$ cat config.mk
export PLATFORM = sky130hd
export DESIGN_NAME = dual_bank_image_slot_controller_unit_flat
export DESIGN_NICKNAME = d
export VERILOG_FILES = /design/src/hw/rtl/dbisc_pkg.sv /design/src/hw/rtl/dbisc_if.sv /design/src/hw/rtl/dbisc_in_stage.sv /design/src/hw/rtl/dbisc_core.sv /design/src/hw/rtl/dbisc_out_stage.sv /design/src/hw/rtl/dual_bank_image_slot_controller_unit.sv /design/src/flat_wrapper.sv
export VERILOG_INCLUDE_DIRS = /design/src /design/src/hw/rtl
export SDC_FILE = /design/constraint.sdc
export NUM_CORES = 2
export LEC_CHECK = 0
export ABC_AREA = 1
export BUFFER_PORTS_ARGS = -buffer_cell sky130_fd_sc_hd__clkbuf_2
export CAP_MARGIN = 0
export CORE_MARGIN = 10
export CORE_UTILIZATION = 40
export DETAILED_ROUTE_END_ITERATION = 16
export GPL_ROUTABILITY_DRIVEN = 0
export SETUP_SLACK_MARGIN = 0.02
export SLEW_MARGIN = 20
export SYNTH_ARGS = -nofsm -noshare
export SYNTH_HDL_FRONTEND = slang
export SYNTH_SLANG_ARGS = --single-unit
$ cat constraint.sdc
create_clock -name clk -period 9.15 [get_ports clk]
set_clock_uncertainty 0.2 [all_clocks]
set_input_delay 0.915 -clock clk [delete_from_list [all_inputs] [get_ports clk]]
set_output_delay 0.915 -clock clk [all_outputs]
set_load 0.05 [all_outputs]
$ cat src/hw/rtl/dual_bank_image_slot_controller_unit_defines.svh
// Assertion macros for the image slot controller.
`ifndef DUAL_BANK_IMAGE_SLOT_CONTROLLER_UNIT_DEFINES_SVH
`define DUAL_BANK_IMAGE_SLOT_CONTROLLER_UNIT_DEFINES_SVH

// Same-cycle implication, checked out of reset.
`define DBISC_ASSERT_IMPL(label, clk, rst, ante, cons, msg) \
  label: assert property (@(posedge clk) disable iff (rst) (ante) |-> (cons)) \
    else $error(msg);

// Next-cycle implication, checked out of reset.
`define DBISC_ASSERT_NEXT(label, clk, rst, ante, cons, msg) \
  label: assert property (@(posedge clk) disable iff (rst) (ante) |=> (cons)) \
    else $error(msg);

`endif

$ cat src/hw/rtl/dbisc_pkg.sv
// Types, codes and the CRC step shared by the image slot controller.
`timescale 1ns / 1ps
package dbisc_pkg;

  localparam logic [31:0] CRC_POLY = 32'hEDB88320;
  localparam logic [31:0] CRC_ONES = 32'hFFFFFFFF;

  localparam logic [31:0] MAGIC_RESET   = 32'd0;
  localparam logic [15:0] SIZE_RESET    = 16'd14224;
  localparam logic [31:0] TIMEOUT_RESET = 32'd30000;

  typedef enum logic [2:0] {
    MODE_HEADER   = 3'd0,
    MODE_IMAGE    = 3'd1,
    MODE_BEGIN    = 3'd2,
    MODE_ROLLBACK = 3'd3,
    MODE_TICK     = 3'd4,
    MODE_SELECT   = 3'd5
  } mode_t;

  typedef enum logic [2:0] {
    ST_OK       = 3'd0,
    ST_BUSY     = 3'd1,
    ST_TOO_BIG  = 3'd2,
    ST_FAIL     = 3'd3,
    ST_NO_VALID = 3'd4
  } status_t;

  typedef enum logic [1:0] {
    CFG_MAGIC   = 2'd0,
    CFG_SIZE    = 2'd1,
    CFG_TIMEOUT = 2'd2
  } cfg_index_t;

  typedef struct packed {
    logic [2:0]  mode;
    logic        slot;
    logic [31:0] header_magic;
    logic [15:0] image_size;
    logic [31:0] header_crc;
    logic [31:0] header_stamp;
    logic [7:0]  data_byte;
  } in_item_t;

  typedef struct packed {
    status_t     status;
    logic        active_slot_out;
    logic        slot_ok;
    logic        busy_flag;
    logic [31:0] crc_value;
    logic [31:0] success_count;
    logic [31:0] failure_count;
    logic [31:0] attempt_count;
    logic [31:0] last_success_tick;
  } out_item_t;

  typedef struct packed {
    logic     emit;
    out_item_t item;
  } result_t;

  function automatic logic [31:0] crc_byte(input logic [31:0] crc, input logic [7:0] b);
    logic [31:0] c;
    c = crc ^ {24'd0, b};
    for (int k = 0; k < 8; k++) begin
      c = c[0] ? ((c >> 1) ^ CRC_POLY) : (c >> 1);
    end
    return c;
  endfunction

endpackage

$ cat src/hw/rtl/dbisc_if.sv
// Valid/ready channel interfaces for items and results.
`timescale 1ns / 1ps
interface dbisc_in_if;
  logic        valid;
  logic        ready;
  logic [2:0]  mode;
  logic        slot;
  logic [31:0] header_magic;
  logic [15:0] image_size;
  logic [31:0] header_crc;
  logic [31:0] header_stamp;
  logic [7:0]  data_byte;

  modport source(output valid, output mode, output slot, output header_magic,
                 output image_size, output header_crc, output header_stamp,
                 output data_byte, input ready);
  modport sink(input valid, input mode, input slot, input header_magic,
               input image_size, input header_crc, input header_stamp,
               input data_byte, output ready);
endinterface

interface dbisc_out_if;
  logic        valid;
  logic        ready;
  logic [2:0]  status;
  logic        active_slot_out;
  logic        slot_ok;
  logic        busy_flag;
  logic [31:0] crc_value;
  logic [31:0] success_count;
  logic [31:0] failure_count;
  logic [31:0] attempt_count;
  logic [31:0] last_success_tick;

  modport source(output valid, output status, output active_slot_out, output slot_ok,
                 output busy_flag, output crc_value, output success_count,
                 output failure_count, output attempt_count, output last_success_tick,
                 input ready);
  modport sink(input valid, input status, input active_slot_out, input slot_ok,
               input busy_flag, input crc_value, input success_count,
               input failure_count, input attempt_count, input last_success_tick,
               output ready);
endinterface

$ cat src/hw/rtl/dbisc_in_stage.sv
// Input register: holds one accepted item until the core takes it.
`timescale 1ns / 1ps
module dbisc_in_stage (
  input  logic              clk,
  input  logic              rst,
  dbisc_in_if.sink          in_ch,
  input  logic              slot_free,
  output logic              advance,
  output logic              stage_valid,
  output dbisc_pkg::in_item_t item
);

  logic in_xfer;

  assign advance     = stage_valid && slot_free;
  assign in_ch.ready = !stage_valid || advance;
  assign in_xfer     = in_ch.valid && in_ch.ready;

  always_ff @(posedge clk) begin
    if (rst) begin
      stage_valid <= 1'b0;
    end else if (in_xfer) begin
      stage_valid <= 1'b1;
    end else if (advance) begin
      stage_valid <= 1'b0;
    end
  end

  always_ff @(posedge clk) begin
    if (in_xfer) begin
      item.mode         <= in_ch.mode;
      item.slot         <= in_ch.slot;
      item.header_magic <= in_ch.header_magic;
      item.image_size   <= in_ch.image_size;
      item.header_crc   <= in_ch.header_crc;
      item.header_stamp <= in_ch.header_stamp;
      item.data_byte    <= in_ch.data_byte;
    end
  end

endmodule

$ cat src/hw/rtl/dbisc_core.sv
// Slot state, counters, CRC and event handling for one item per cycle while the result register can take it.
`timescale 1ns / 1ps
module dbisc_core (
  input  logic               clk,
  input  logic               rst,
  input  logic               cfg_we,
  input  logic [1:0]         cfg_index,
  input  logic [31:0]        cfg_data,
  input  logic               advance,
  input  dbisc_pkg::in_item_t item,
  output dbisc_pkg::result_t  result
);

  logic [31:0] magic_value;
  logic [15:0] size_limit;
  logic [31:0] timeout_ticks;

  logic        active_bank, active_bank_next;
  logic [1:0]  bank_valid, bank_valid_next;
  logic [31:0] bank_stamp [2];
  logic [31:0] bank_stamp_next [2];
  logic        updating, updating_next;
  logic [31:0] update_start, update_start_next;
  logic [31:0] attempts, attempts_next;
  logic [31:0] successes, successes_next;
  logic [31:0] failures, failures_next;
  logic [31:0] last_success_time, last_success_time_next;
  logic [31:0] tick_count, tick_count_next;
  logic [31:0] crc_running, crc_running_next;
  logic [15:0] bytes_seen, bytes_seen_next;
  logic [15:0] bytes_expected, bytes_expected_next;
  logic [31:0] crc_expected, crc_expected_next;
  logic        stream_open, stream_open_next;
  logic        stream_bank, stream_bank_next;
  logic        stream_is_update, stream_is_update_next;

  logic        other;
  logic [31:0] crc_step;
  logic [15:0] seen_inc;
  logic [31:0] tick_inc;
  logic        close_req, close_bank, close_upd;
  logic [31:0] close_crc;
  logic        ok;
  dbisc_pkg::status_t st;

  assign other    = ~active_bank;
  assign crc_step = dbisc_pkg::crc_byte(crc_running, item.data_byte);
  assign seen_inc = bytes_seen + 16'd1;
  assign tick_inc = tick_count + 32'd1;

  always_comb begin
    active_bank_next       = active_bank;
    bank_valid_next        = bank_valid;
    bank_stamp_next        = bank_stamp;
    updating_next          = updating;
    update_start_next      = update_start;
    attempts_next          = attempts;
    successes_next         = successes;
    failures_next          = failures;
    last_success_time_next = last_success_time;
    tick_count_next        = tick_count;
    crc_running_next       = crc_running;
    bytes_seen_next        = bytes_seen;
    bytes_expected_next    = bytes_expected;
    crc_expected_next      = crc_expected;
    stream_open_next       = stream_open;
    stream_bank_next       = stream_bank;
    stream_is_update_next  = stream_is_update;
    close_req  = 1'b0;
    close_bank = 1'b0;
    close_upd  = 1'b0;
    close_crc  = dbisc_pkg::CRC_ONES;
    ok         = 1'b0;
    st         = dbisc_pkg::ST_OK;
    result.emit = 1'b0;

    case (item.mode)
      dbisc_pkg::MODE_HEADER: begin
        result.emit = 1'b1;
        if (stream_open) begin
          st = dbisc_pkg::ST_BUSY;
        end else if (item.header_magic != magic_value || item.image_size > size_limit) begin
          bank_valid_next[item.slot] = 1'b0;
          st = dbisc_pkg::ST_FAIL;
        end else begin
          bank_valid_next[item.slot] = 1'b0;
          bank_stamp_next[item.slot] = item.header_stamp;
          crc_expected_next     = item.header_crc;
          stream_open_next      = 1'b1;
          stream_bank_next      = item.slot;
          stream_is_update_next = 1'b0;
          bytes_expected_next   = item.image_size;
          bytes_seen_next       = 16'd0;
          crc_running_next      = dbisc_pkg::CRC_ONES;
          if (item.image_size == 16'd0) begin
            close_req  = 1'b1;
            close_bank = item.slot;
            close_upd  = 1'b0;
            close_crc  = dbisc_pkg::CRC_ONES;
          end
        end
      end
      dbisc_pkg::MODE_IMAGE: begin
        if (stream_open) begin
          crc_running_next = crc_step;
          bytes_seen_next  = seen_inc;
          if (seen_inc == bytes_expected) begin
            result.emit = 1'b1;
            close_req   = 1'b1;
            close_bank  = stream_bank;
            close_upd   = stream_is_update;
            close_crc   = crc_step;
          end
        end
      end
      dbisc_pkg::MODE_BEGIN: begin
        result.emit = 1'b1;
        if (stream_open || updating) begin
          st = dbisc_pkg::ST_BUSY;
        end else begin
          attempts_next     = attempts + 32'd1;
          update_start_next = tick_count;
          if (item.image_size > size_limit) begin
            failures_next = failures + 32'd1;
            st = dbisc_pkg::ST_TOO_BIG;
          end else begin
            updating_next          = 1'b1;
            bank_valid_next[other] = 1'b0;
            stream_open_next       = 1'b1;
            stream_bank_next       = other;
            stream_is_update_next  = 1'b1;
            bytes_expected_next    = item.image_size;
            bytes_seen_next        = 16'd0;
            crc_running_next       = dbisc_pkg::CRC_ONES;
            if (item.image_size == 16'd0) begin
              close_req  = 1'b1;
              close_bank = other;
              close_upd  = 1'b1;
              close_crc  = dbisc_pkg::CRC_ONES;
            end
          end
        end
      end
      dbisc_pkg::MODE_ROLLBACK: begin
        result.emit = 1'b1;
        if (bank_valid[other]) begin
          active_bank_next = other;
        end else begin
          st = dbisc_pkg::ST_FAIL;
        end
      end
      dbisc_pkg::MODE_TICK: begin
        result.emit     = 1'b1;
        tick_count_next = tick_inc;
        if (updating) begin
          if ((tick_inc - update_start) > timeout_ticks) begin
            if (bank_valid[other]) begin
              active_bank_next = other;
            end
            if (stream_is_update) begin
              stream_open_next = 1'b0;
            end
            updating_next = 1'b0;
            failures_next = failures + 32'd1;
            st = dbisc_pkg::ST_FAIL;
          end else begin
            st = dbisc_pkg::ST_BUSY;
          end
        end
      end
      dbisc_pkg::MODE_SELECT: begin
        result.emit = 1'b1;
        if (updating) begin
          st = dbisc_pkg::ST_BUSY;
        end else if (bank_valid[0] && bank_valid[1]) begin
          active_bank_next = (bank_stamp[0] > bank_stamp[1]) ? 1'b0 : 1'b1;
        end else if (bank_valid[0]) begin
          active_bank_next = 1'b0;
        end else if (bank_valid[1]) begin
          active_bank_next = 1'b1;
        end else begin
          st = dbisc_pkg::ST_NO_VALID;
        end
      end
      default: begin
        result.emit = 1'b0;
      end
    endcase

    if (close_req) begin
      stream_open_next = 1'b0;
      if (close_upd) begin
        bank_valid_next[close_bank] = 1'b1;
        bank_stamp_next[close_bank] = tick_count_next;
        active_bank_next       = close_bank;
        updating_next          = 1'b0;
        successes_next         = successes + 32'd1;
        last_success_time_next = tick_count_next;
        ok = 1'b1;
      end else begin
        ok = ((close_crc ^ dbisc_pkg::CRC_ONES) == crc_expected_next);
        bank_valid_next[close_bank] = ok;
      end
      if (ok) begin
        st = dbisc_pkg::ST_OK;
      end else begin
        st = dbisc_pkg::ST_FAIL;
      end
    end

    result.item.status            = st;
    result.item.active_slot_out   = active_bank_next;
    result.item.slot_ok           = ok;
    result.item.busy_flag         = updating_next;
    result.item.crc_value         = crc_running_next ^ dbisc_pkg::CRC_ONES;
    result.item.success_count     = successes_next;
    result.item.failure_count     = failures_next;
    result.item.attempt_count     = attempts_next;
    result.item.last_success_tick = last_success_time_next;
  end

  always_ff @(posedge clk) begin
    if (rst) begin
      magic_value   <= dbisc_pkg::MAGIC_RESET;
      size_limit    <= dbisc_pkg::SIZE_RESET;
      timeout_ticks <= dbisc_pkg::TIMEOUT_RESET;
    end else if (cfg_we) begin
      case (cfg_index)
        dbisc_pkg::CFG_MAGIC:   magic_value   <= cfg_data;
        dbisc_pkg::CFG_SIZE:    size_limit    <= cfg_data[15:0];
        dbisc_pkg::CFG_TIMEOUT: timeout_ticks <= cfg_data;
        default: ;
      endcase
    end
  end

  always_ff @(posedge clk) begin
    if (rst) begin
      active_bank       <= 1'b0;
      bank_valid        <= 2'b00;
      bank_stamp[0]     <= 32'd0;
      bank_stamp[1]     <= 32'd0;
      updating          <= 1'b0;
      update_start      <= 32'd0;
      attempts          <= 32'd0;
      successes         <= 32'd0;
      failures          <= 32'd0;
      last_success_time <= 32'd0;
      tick_count        <= 32'd0;
      crc_running       <= dbisc_pkg::CRC_ONES;
      bytes_seen        <= 16'd0;
      bytes_expected    <= 16'd0;
      crc_expected      <= 32'd0;
      stream_open       <= 1'b0;
      stream_bank       <= 1'b0;
      stream_is_update  <= 1'b0;
    end else if (advance) begin
      active_bank       <= active_bank_next;
      bank_valid        <= bank_valid_next;
      bank_stamp[0]     <= bank_stamp_next[0];
      bank_stamp[1]     <= bank_stamp_next[1];
      updating          <= updating_next;
      update_start      <= update_start_next;
      attempts          <= attempts_next;
      successes         <= successes_next;
      failures          <= failures_next;
      last_success_time <= last_success_time_next;
      tick_count        <= tick_count_next;
      crc_running       <= crc_running_next;
      bytes_seen        <= bytes_seen_next;
      bytes_expected    <= bytes_expected_next;
      crc_expected      <= crc_expected_next;
      stream_open       <= stream_open_next;
      stream_bank       <= stream_bank_next;
      stream_is_update  <= stream_is_update_next;
    end
  end

endmodule

$ cat src/hw/rtl/dbisc_out_stage.sv
// Result register driving the output channel.
`timescale 1ns / 1ps
module dbisc_out_stage (
  input  logic              clk,
  input  logic              rst,
  input  logic              advance,
  input  dbisc_pkg::result_t result,
  output logic              slot_free,
  dbisc_out_if.source       out_ch
);

  logic            out_valid;
  logic            load;
  dbisc_pkg::out_item_t held;

  assign slot_free = !out_valid || out_ch.ready;
  assign load      = advance && result.emit;

  always_ff @(posedge clk) begin
    if (rst) begin
      out_valid <= 1'b0;
    end else if (load) begin
      out_valid <= 1'b1;
    end else if (out_ch.ready) begin
      out_valid <= 1'b0;
    end
  end

  always_ff @(posedge clk) begin
    if (load) begin
      held <= result.item;
    end
  end

  assign out_ch.valid             = out_valid;
  assign out_ch.status            = held.status;
  assign out_ch.active_slot_out   = held.active_slot_out;
  assign out_ch.slot_ok           = held.slot_ok;
  assign out_ch.busy_flag         = held.busy_flag;
  assign out_ch.crc_value         = held.crc_value;
  assign out_ch.success_count     = held.success_count;
  assign out_ch.failure_count     = held.failure_count;
  assign out_ch.attempt_count     = held.attempt_count;
  assign out_ch.last_success_tick = held.last_success_tick;

endmodule

$ cat src/hw/rtl/dual_bank_image_slot_controller_unit.sv
// Path from an item transfer to its result transfer: input register, then result register.
// Throughput: one item per cycle while the output channel does not stall; the byte-wide CRC step is combinational.
// Items with no result (middle image bytes, unused modes) still pass through the input register and the core.
// Reset (rst, synchronous): both slots invalid, slot A active, counters zero,
// CRC preset to all ones, registers at their defaults; no clearing pass.
`timescale 1ns / 1ps
`include "dual_bank_image_slot_controller_unit_defines.svh"
module dual_bank_image_slot_controller_unit (
  input  logic        clk,
  input  logic        rst,
  dbisc_in_if.sink    in_ch,
  dbisc_out_if.source out_ch,
  input  logic        cfg_we,
  input  logic [1:0]  cfg_index,
  input  logic [31:0] cfg_data
);

  logic                advance;
  logic                stage_valid;
  logic                slot_free;
  dbisc_pkg::in_item_t item;
  dbisc_pkg::result_t  result;

  dbisc_in_stage u_in (
    .clk         (clk),
    .rst         (rst),
    .in_ch       (in_ch),
    .slot_free   (slot_free),
    .advance     (advance),
    .stage_valid (stage_valid),
    .item        (item)
  );

  dbisc_core u_core (
    .clk       (clk),
    .rst       (rst),
    .cfg_we    (cfg_we),
    .cfg_index (cfg_index),
    .cfg_data  (cfg_data),
    .advance   (advance),
    .item      (item),
    .result    (result)
  );

  dbisc_out_stage u_out (
    .clk       (clk),
    .rst       (rst),
    .advance   (advance),
    .result    (result),
    .slot_free (slot_free),
    .out_ch    (out_ch)
  );

  `DBISC_ASSERT_IMPL(a_ok_status, clk, rst, out_ch.valid && out_ch.slot_ok,
                     out_ch.status == dbisc_pkg::ST_OK, "slot_ok without ok status")
  `DBISC_ASSERT_IMPL(a_busy_not_ok, clk, rst, out_ch.valid && out_ch.busy_flag,
                     !out_ch.slot_ok, "slot_ok while update still busy")
  `DBISC_ASSERT_IMPL(a_stall_held, clk, rst, !in_ch.ready,
                     stage_valid && !slot_free, "input stalled with free stage")
  `DBISC_ASSERT_NEXT(a_emit_shows, clk, rst, advance && result.emit,
                     out_ch.valid, "result lost after load")

endmodule
$ cat src/flat_wrapper.sv
// flat-port wrapper written by rule: the top's interface ports become plain ports
module dual_bank_image_slot_controller_unit_flat 
  (clk, rst, cfg_we, cfg_index, cfg_data, in_ch_valid, in_ch_mode, in_ch_slot, in_ch_header_magic, in_ch_image_size, in_ch_header_crc, in_ch_header_stamp, in_ch_data_byte, in_ch_ready, out_ch_valid, out_ch_status, out_ch_active_slot_out, out_ch_slot_ok, out_ch_busy_flag, out_ch_crc_value, out_ch_success_count, out_ch_failure_count, out_ch_attempt_count, out_ch_last_success_tick, out_ch_ready);
  dbisc_in_if in_ch_i ();
  dbisc_out_if out_ch_i ();
  input  logic clk;
  input  logic rst;
  input  logic cfg_we;
  input  logic [1:0] cfg_index;
  input  logic [31:0] cfg_data;
  input wire logic [$bits(in_ch_i.valid)-1:0] in_ch_valid;
  input wire logic [$bits(in_ch_i.mode)-1:0] in_ch_mode;
  input wire logic [$bits(in_ch_i.slot)-1:0] in_ch_slot;
  input wire logic [$bits(in_ch_i.header_magic)-1:0] in_ch_header_magic;
  input wire logic [$bits(in_ch_i.image_size)-1:0] in_ch_image_size;
  input wire logic [$bits(in_ch_i.header_crc)-1:0] in_ch_header_crc;
  input wire logic [$bits(in_ch_i.header_stamp)-1:0] in_ch_header_stamp;
  input wire logic [$bits(in_ch_i.data_byte)-1:0] in_ch_data_byte;
  output wire logic [$bits(in_ch_i.ready)-1:0] in_ch_ready;
  output wire logic [$bits(out_ch_i.valid)-1:0] out_ch_valid;
  output wire logic [$bits(out_ch_i.status)-1:0] out_ch_status;
  output wire logic [$bits(out_ch_i.active_slot_out)-1:0] out_ch_active_slot_out;
  output wire logic [$bits(out_ch_i.slot_ok)-1:0] out_ch_slot_ok;
  output wire logic [$bits(out_ch_i.busy_flag)-1:0] out_ch_busy_flag;
  output wire logic [$bits(out_ch_i.crc_value)-1:0] out_ch_crc_value;
  output wire logic [$bits(out_ch_i.success_count)-1:0] out_ch_success_count;
  output wire logic [$bits(out_ch_i.failure_count)-1:0] out_ch_failure_count;
  output wire logic [$bits(out_ch_i.attempt_count)-1:0] out_ch_attempt_count;
  output wire logic [$bits(out_ch_i.last_success_tick)-1:0] out_ch_last_success_tick;
  input wire logic [$bits(out_ch_i.ready)-1:0] out_ch_ready;
  assign in_ch_i.valid = in_ch_valid;
  assign in_ch_i.mode = in_ch_mode;
  assign in_ch_i.slot = in_ch_slot;
  assign in_ch_i.header_magic = in_ch_header_magic;
  assign in_ch_i.image_size = in_ch_image_size;
  assign in_ch_i.header_crc = in_ch_header_crc;
  assign in_ch_i.header_stamp = in_ch_header_stamp;
  assign in_ch_i.data_byte = in_ch_data_byte;
  assign in_ch_ready = in_ch_i.ready;
  assign out_ch_valid = out_ch_i.valid;
  assign out_ch_status = out_ch_i.status;
  assign out_ch_active_slot_out = out_ch_i.active_slot_out;
  assign out_ch_slot_ok = out_ch_i.slot_ok;
  assign out_ch_busy_flag = out_ch_i.busy_flag;
  assign out_ch_crc_value = out_ch_i.crc_value;
  assign out_ch_success_count = out_ch_i.success_count;
  assign out_ch_failure_count = out_ch_i.failure_count;
  assign out_ch_attempt_count = out_ch_i.attempt_count;
  assign out_ch_last_success_tick = out_ch_i.last_success_tick;
  assign out_ch_i.ready = out_ch_ready;
  dual_bank_image_slot_controller_unit u_core (.clk(clk), .rst(rst), .in_ch(in_ch_i), .out_ch(out_ch_i), .cfg_we(cfg_we), .cfg_index(cfg_index), .cfg_data(cfg_data));
endmodule
=== Word level (Yosys, flattened, before mapping) ===
Cells that the tools add are included.

* Register bits: 731
* Input bits: 163
* Output and inout bits: 168
* Logic and storage cells: 274

* Add/sub/neg operators: 6
* Magnitude comparators: 13
* Eq/ne operators: 20
* Muxes and demuxes: 145
* Bitwise operators: 20
* Reductions and logical operators: 31

{| class="wikitable"
|+ Operators with widths
! operator !! count
|-
| 32-bit 2-to-1 mux || 32
|-
| 64-bit 2-to-1 mux || 5
|-
| 16-bit 2-to-1 mux || 9
|-
| 32-bit by 1-bit adder with 32-bit output (second input constant) || 4
|-
| 64-bit bitwise mux || 2
|-
| 13-bit inverter with 14-bit output || 8
|-
| 32-bit one-hot mux with 3 select lines || 1
|-
| 32-bit demux with 1-bit select || 2
|-
| 32-bit > comparator || 2
|-
| 32-bit inverter || 2
|-
| 32-bit one-hot mux with 2 select lines || 1
|-
| 1-bit 2-to-1 mux || 58
|-
| 16-bit one-hot mux with 3 select lines || 1
|-
| 32-bit equality test || 1
|-
| 32-bit != test || 1
|-
| 16-bit one-hot mux with 2 select lines || 1
|-
| 32-bit subtractor || 1
|-
| 32-bit by 8-bit bitwise XOR with 32-bit output || 1
|-
| 2-bit 2-to-1 mux || 13
|-
| 16-bit by 1-bit adder with 16-bit output (second input constant) || 1
|-
| 16-bit equality test || 1
|-
| 16-bit > comparator || 1
|-
| 16-bit logical NOT || 1
|-
| 3-bit 2-to-1 mux || 5
|-
| other kinds (35) || 81
|}

=== Longest topological paths before layout ===
* Depth in word-level cells: 26
* Depth in mapped cells: 38
* Gate-level depth less buffers: 37

=== Modules after synthesis ===
A second synthesis with hierarchy kept.

* Cells, all modules: 4895
* Area, all modules: 38365.5 µm²

{| class="wikitable"
|+ Modules (own cells, without submodules)
! module !! times used !! cells an instance !! area an instance (µm²) !! seq. area each (µm²)
|-
| dbisc_core || 1 || 4591 || 29555.8 || 8788.4
|-
| dbisc_out_stage || 1 || 172 || 5031.1 || 5004.8
|-
| dbisc_in_stage || 1 || 132 || 3778.6 || 3743.6
|}

=== Least setup slack after synthesis ===
Ideal clock, no wire load.

* Path type: flip-flop to flip-flop
* From: reg u_core.u_core.bytes_seen[0]
* To: reg u_core.u_out.held, in the netlist u_core.u_out.out_ch.active_slot_out, enable pin
* Library setup time: 0.695 ns
* Arrival: 8.811 ns
* Required time: 8.255 ns
* Setup slack: -0.556 ns
* Cell stages (with the launch flop): 15
* Buffers on the path: 1
* Period minus slack after synthesis: 9.706 ns
* Cells stage by stage: dfxtp_1 ha_1 nand2_2 nor2_8 nand3_4 nor2_4 nand3_2 nand3b_1 nand2_1 nor2_2 nand3_2 clkbuf_1 nand2_1 nand2_1 nor2_1

* Cells in the longest elaborated chain, start to end: 6

{| class="wikitable"
|+ Ends and longest elaborated chain
! what !! RTL line !! RTL
|-
| start: declaration || dbisc_core.sv:30 || <nowiki>logic [15:0] bytes_seen, bytes_seen_next;</nowiki>
|-
| start signal: assignment || dbisc_core.sv:270 || <nowiki>bytes_seen <= bytes_seen_next;</nowiki>
|-
| 16-bit by 1-bit adder with 16-bit output || dbisc_core.sv:48 || <nowiki>assign seen_inc = bytes_seen + 16'd1;</nowiki>
|-
| 16-bit equality test || dbisc_core.sv:107 || <nowiki>if (seen_inc == bytes_expected) begin</nowiki>
|-
| 1-bit 2-to-1 mux || dbisc_core.sv:107 ||
|-
| 1-bit 2-to-1 mux || dbisc_core.sv:104 || <nowiki>if (stream_open) begin</nowiki>
|-
| 1-bit one-hot mux with 2 select lines || dbisc_core.sv:77 || <nowiki>case (item.mode)</nowiki>
|-
| 1-bit logical AND || dbisc_out_stage.sv:17 || <nowiki>assign load = advance && result.emit;</nowiki>
|-
| net u_core.u_out.load || dbisc_out_stage.sv:13 || <nowiki>logic load;</nowiki>
|-
| end signal: assignment || dbisc_out_stage.sv:31 || <nowiki>held <= result.item;</nowiki>
|-
| end: declaration || dbisc_out_stage.sv:14 || <nowiki>dbisc_pkg::out_item_t held;</nowiki>
|}

The timed path passes the listed nets, and every way through them passes these cells.
A chain may end at the register's enable or synchronous reset.

==> results.py <==
metrics = {
    "detailed_routing": {
        "drt_iter0_drcs": 2375,
        "routed_wl_um": 109000,
        "residual_antenna_violating_net_count_after_detailed_routing": 0,
        "detail_route.wl_per_cell_um": 17.3,
        "number_of_search_and_repair_iterations_in_the_first_detailed_routing_pass": 8,
        "routed_via_density": 5.07,
        "drc": 0,
        "routed-via-count": 31855,
    },
    "cts": {
        "tritoncts": "built",
        "worstSkewPairLatency_ns": 0.65,
        "cts.htree.levels": 3,
        "worst_setup_hold_path_clk_slew_ns": 0.06,
        "cts_resized": 0,
        "numCtsBuffers": 86,
        "cts.sinks": 731,
        "clockRootBuffer": "clkbuf_16",
        "holdBufCountCts": 0,
        "clock_tree.buffer_depth": 3,
        "cts_setup_buffers": 0,
    },
    "floorplanning": {
        "die_y_extent_um": 328,
        "chipWidth_um": 328,
        "pin_count": 331,
        "num_rows": 112,
        "placeable_core_region_mm2": 0.0937,
        "initial_core_util_pct": 40.5,
        "die_area_mm2": 0.108,
    },
    "setup_path": {
        "worst_reg_to_reg_cells": 35,
        "crit_arrival_ns": 7.22,
        "path_class": "reg -> reg",
        "worstPathMaxFanout": 40,
        "critPathRequiredTime_ns": 9.49,
        "crit_path_max_incr_delay_ns": 0.41,
        "crit-reg2reg-capture": "u_core.u_core.failures[18]",
        "critical_path.startpoint_type": "flop",
        "critical_path.slowest_cell": "dfxtp_1",
        "worst_setup_path_end_kind": "flop",
        "timing.critical_path.mode_cell": "nand2_1",
        "regToRegSetupSlack_ns": 2.27,
        "worstSetupStartpoint": "u_core.u_core.tick_count[0]",
        "critPathCapture": "u_core.u_core.failures[18]",
        "worstReg2RegStart": "u_core.u_core.tick_count[0]",
    },
    "pwr": {
        "power.sequential.fraction_pct": 43.4,
        "p_comb_share_pct": 15.2,
        "leakage_uw": 0.0191,
        "power-per-cell-area_mw_per_mm2": 195,
        "irDropWorstVdd_uv": 132,
        "p_sw_uw": 2420,
        "internal-power_uw": 6060,
        "power.switching_fraction_pct": 28.5,
        "power_frac_clock_pct": 41.4,
    },
    "place": {
        "port-buffer-count": 330,
        "pre_cts_ws_ns": 1.72,
        "hpwl_um": 76300,
    },
    "yosys": {
        "yosysWarnings": 0,
        "synth_async_sr_flop_share_pct": 0,
        "synth.avg_cell_area_um2": 8.01,
        "post_synth_num_cell_types": 65,
        "synth.net_count": 5018,
        "synth_edf_count": 290,
        "synthFlopType": "dfxtp_1",
        "syn-cell-area_mm2": 0.0379,
        "ys_ff_latch": 731,
        "syn_inst": 4735,
        "synth-seq-area-share_pct": 46.2,
    },
    "grt": {
        "grt_remaining_overflow": 0,
        "pin_count_of_the_biggest_net_entering_global_routing": 185,
        "grt_pass1_vias": 29476,
        "global_route_wire_length_before_repair_um": 168000,
        "grt_antenna_before_repair": 2,
        "gr-usage-all-layers_pct": 19.5,
    },
    "cells_and_area": {
        "most_common_cell_after_layout_fill_and_taps_aside": "nand2_1",
        "n_fill_cell": 9176,
        "layout.cells.most_common_list": "nand2_1, inv_1, o21ai_0, dfxtp_1, a21oi_1",
        "multiInputGateArea_mm2": 0.0168,
        "area.growth.synth_to_final_pct": 14.6,
        "regArea_mm2": 0.0175,
        "nets": 5237,
        "drive_above_1_share_pct": 11.9,
    },
    "worst_hold_path": {
        "hp-start": "in_ch_header_stamp[10]",
        "hold_path.class": "in -> reg",
    },
    "timing": {
        "layout_setup_ws_ns": 2.27,
        "hold_viol_final": 0,
        "rsz0062_at_grt": "false",
        "final_worst_path_period_share_pct": 75.2,
        "maxSlewHeadroom_pct": 28.2,
        "maximum_frequency_from_static_timing_analysis_ghz": 0.145,
        "timing.final.max_slew_violations": 0,
        "final-setup-viol-count": 0,
        "tightestPinTransition_ns": 1.08,
        "time_the_final_worst_path_needs_with_i_o_delays_and_setup_ns": 6.88,
        "totalNegativeSetupSlack_ns": 0,
    },
    "status": {
        "status": "completed",
    },
    "flow_run": {
        "cap_violations": 0,
    },
}
stage by stage:
stage               instances  total power [uW]  hold WS, ns  area (um2)  utilization [%]
global route             6278              8870        0.209       43500             46.4
floorplan                4735              4620        0.233       37900                -
CTS                      6275              8570        0.192       43400             46.3
finish                   6279              8470        0.237       43500             46.4
detailed placement       6118              5030        0.250       40500             43.2
global placement         6118              5010        0.244       40500             43.2
critical path: cells and delay by family (launching register included):
| family | cells | cell delay, ns |
|---|---|---|
| flops | 1 | 0.41 |
| compound gates | 9 | 1.52 |
| xor+xnor | 2 | 0.38 |
| buf+inv | 4 | 0.48 |
| fa+ha+maj | 2 | 0.63 |
| simple gates | 18 | 3.15 |
worst min path at each step:
stage / to / slack (ns) / cells after the start
floorplan: u_core.u_core.size_limit[11] / 0.23 / 2
CTS: u_core.u_in.item[18] / 0.19 / 1
global route: u_core.u_in.item[11] / 0.21 / 1
finish: u_core.u_in.item[18] / 0.24 / 1
global placement: u_core.u_core.magic_value[22] / 0.24 / 2
detailed placement: u_core.u_core.magic_value[22] / 0.25 / 2
power by group through the flow:
stage / Sequential (uW) / Combinational, uW / Clock (uW)
6_report: 3680 / 1290 / 3510
5_1_grt: 3690 / 1440 / 3740
4_1_cts: 3680 / 1290 / 3600
3_5_place_dp: 3740 / 1280 / 0
3_3_place_gp: 3740 / 1270 / 0
2_1_floorplan: 3810 / 809 / 0
sequential cells by signal, summed over array words and instances (netlist names), 3 cells and up:
register	count
u_core.u_out.out_ch.attempt_count	32
u_core.u_core.bank_stamp	64
u_core.u_core.bytes_expected	16
u_core.u_core.failures	32
u_core.u_out.out_ch.status	3
u_core.u_out.out_ch.crc_value	32
u_core.u_core.size_limit	16
u_core.u_core.magic_value	32
u_core.u_out.out_ch.failure_count	32
u_core.u_core.tick_count	32
u_core.u_core.attempts	32
u_core.u_core.bytes_seen	16
u_core.u_core.crc_running	32
u_core.u_in.item	124
u_core.u_out.out_ch.last_success_tick	32
u_core.u_core.successes	32
u_core.u_core.last_success_time	32
u_core.u_out.out_ch.success_count	32
u_core.u_core.update_start	32
u_core.u_core.crc_expected	32
u_core.u_core.timeout_ticks	32
Yosys cell counts (4+ instances only):
cell	n	area share, %
a211oi_1	23	0.46
nand3_1	120	1.6
inv_2	14	0.14
o21ai_0	542	7.2
dfxtp_1	441	23
buf_2	26	0.34
buf_1	11	0.11
o22ai_1	9	0.15
o211ai_1	144	2.9
nand2_2	11	0.18
o21ai_1	55	0.73
a22oi_1	5	0.099
nand3b_1	12	0.24
xnor2_2	4	0.17
nor3_1	39	0.51
nor2_8	4	0.21
nand2_1	806	8.0
nor2_2	15	0.25
a31oi_1	17	0.28
nand3_2	7	0.18
a21boi_0	5	0.099
inv_1	711	7.0
or2_2	4	0.066
ha_1	119	3.9
o2111ai_1	14	0.32
nor3_2	8	0.21
edfxtp_1	290	23
mux2i_1	4	0.11
nor4_1	23	0.38
xnor2_1	33	0.76
a21o_1	6	0.12
nand4_1	61	1.0
a21oi_1	416	5.5
clkbuf_1	190	1.9
nor2_1	318	3.1
xor2_1	182	4.2
cell families after synthesis:
logic type | Yosys count | share of synthesized area (%)
and+or+nand+nor | 1438 | 16.3
AOI/OAI and AO/OA | 1257 | 18.3
buffers and inverters | 960 | 9.66
DFF | 731 | 46.2
xor gates and xnor gates | 225 | 5.47
adders and majority gates | 120 | 3.98
muxes | 4 | 0.106
routing by layer:
layer	routed length, um	vias to the layer above	track usage, %
met2	50800	750	32.3
met3	5410	157	2.90
met5	0	-	0
met1	49700	14764	26.0
met4	2800	0	5.88
li1	-	16184	-
layout make-up:
type / count / area share [%]
Clock buffer: 108 / 5.40
Inverter: 728 / 6.31
Timing Repair Buffer: 363 / 4.51
Clock inverter: 49 / 1.22
Antenna cell: 2 / 0.0115
Multi-Input combinational cell: 3044 / 38.6
Sequential cell: 731 / 40.3
Tap cell: 1254 / 3.61
(Power assumes the default switching activity.)
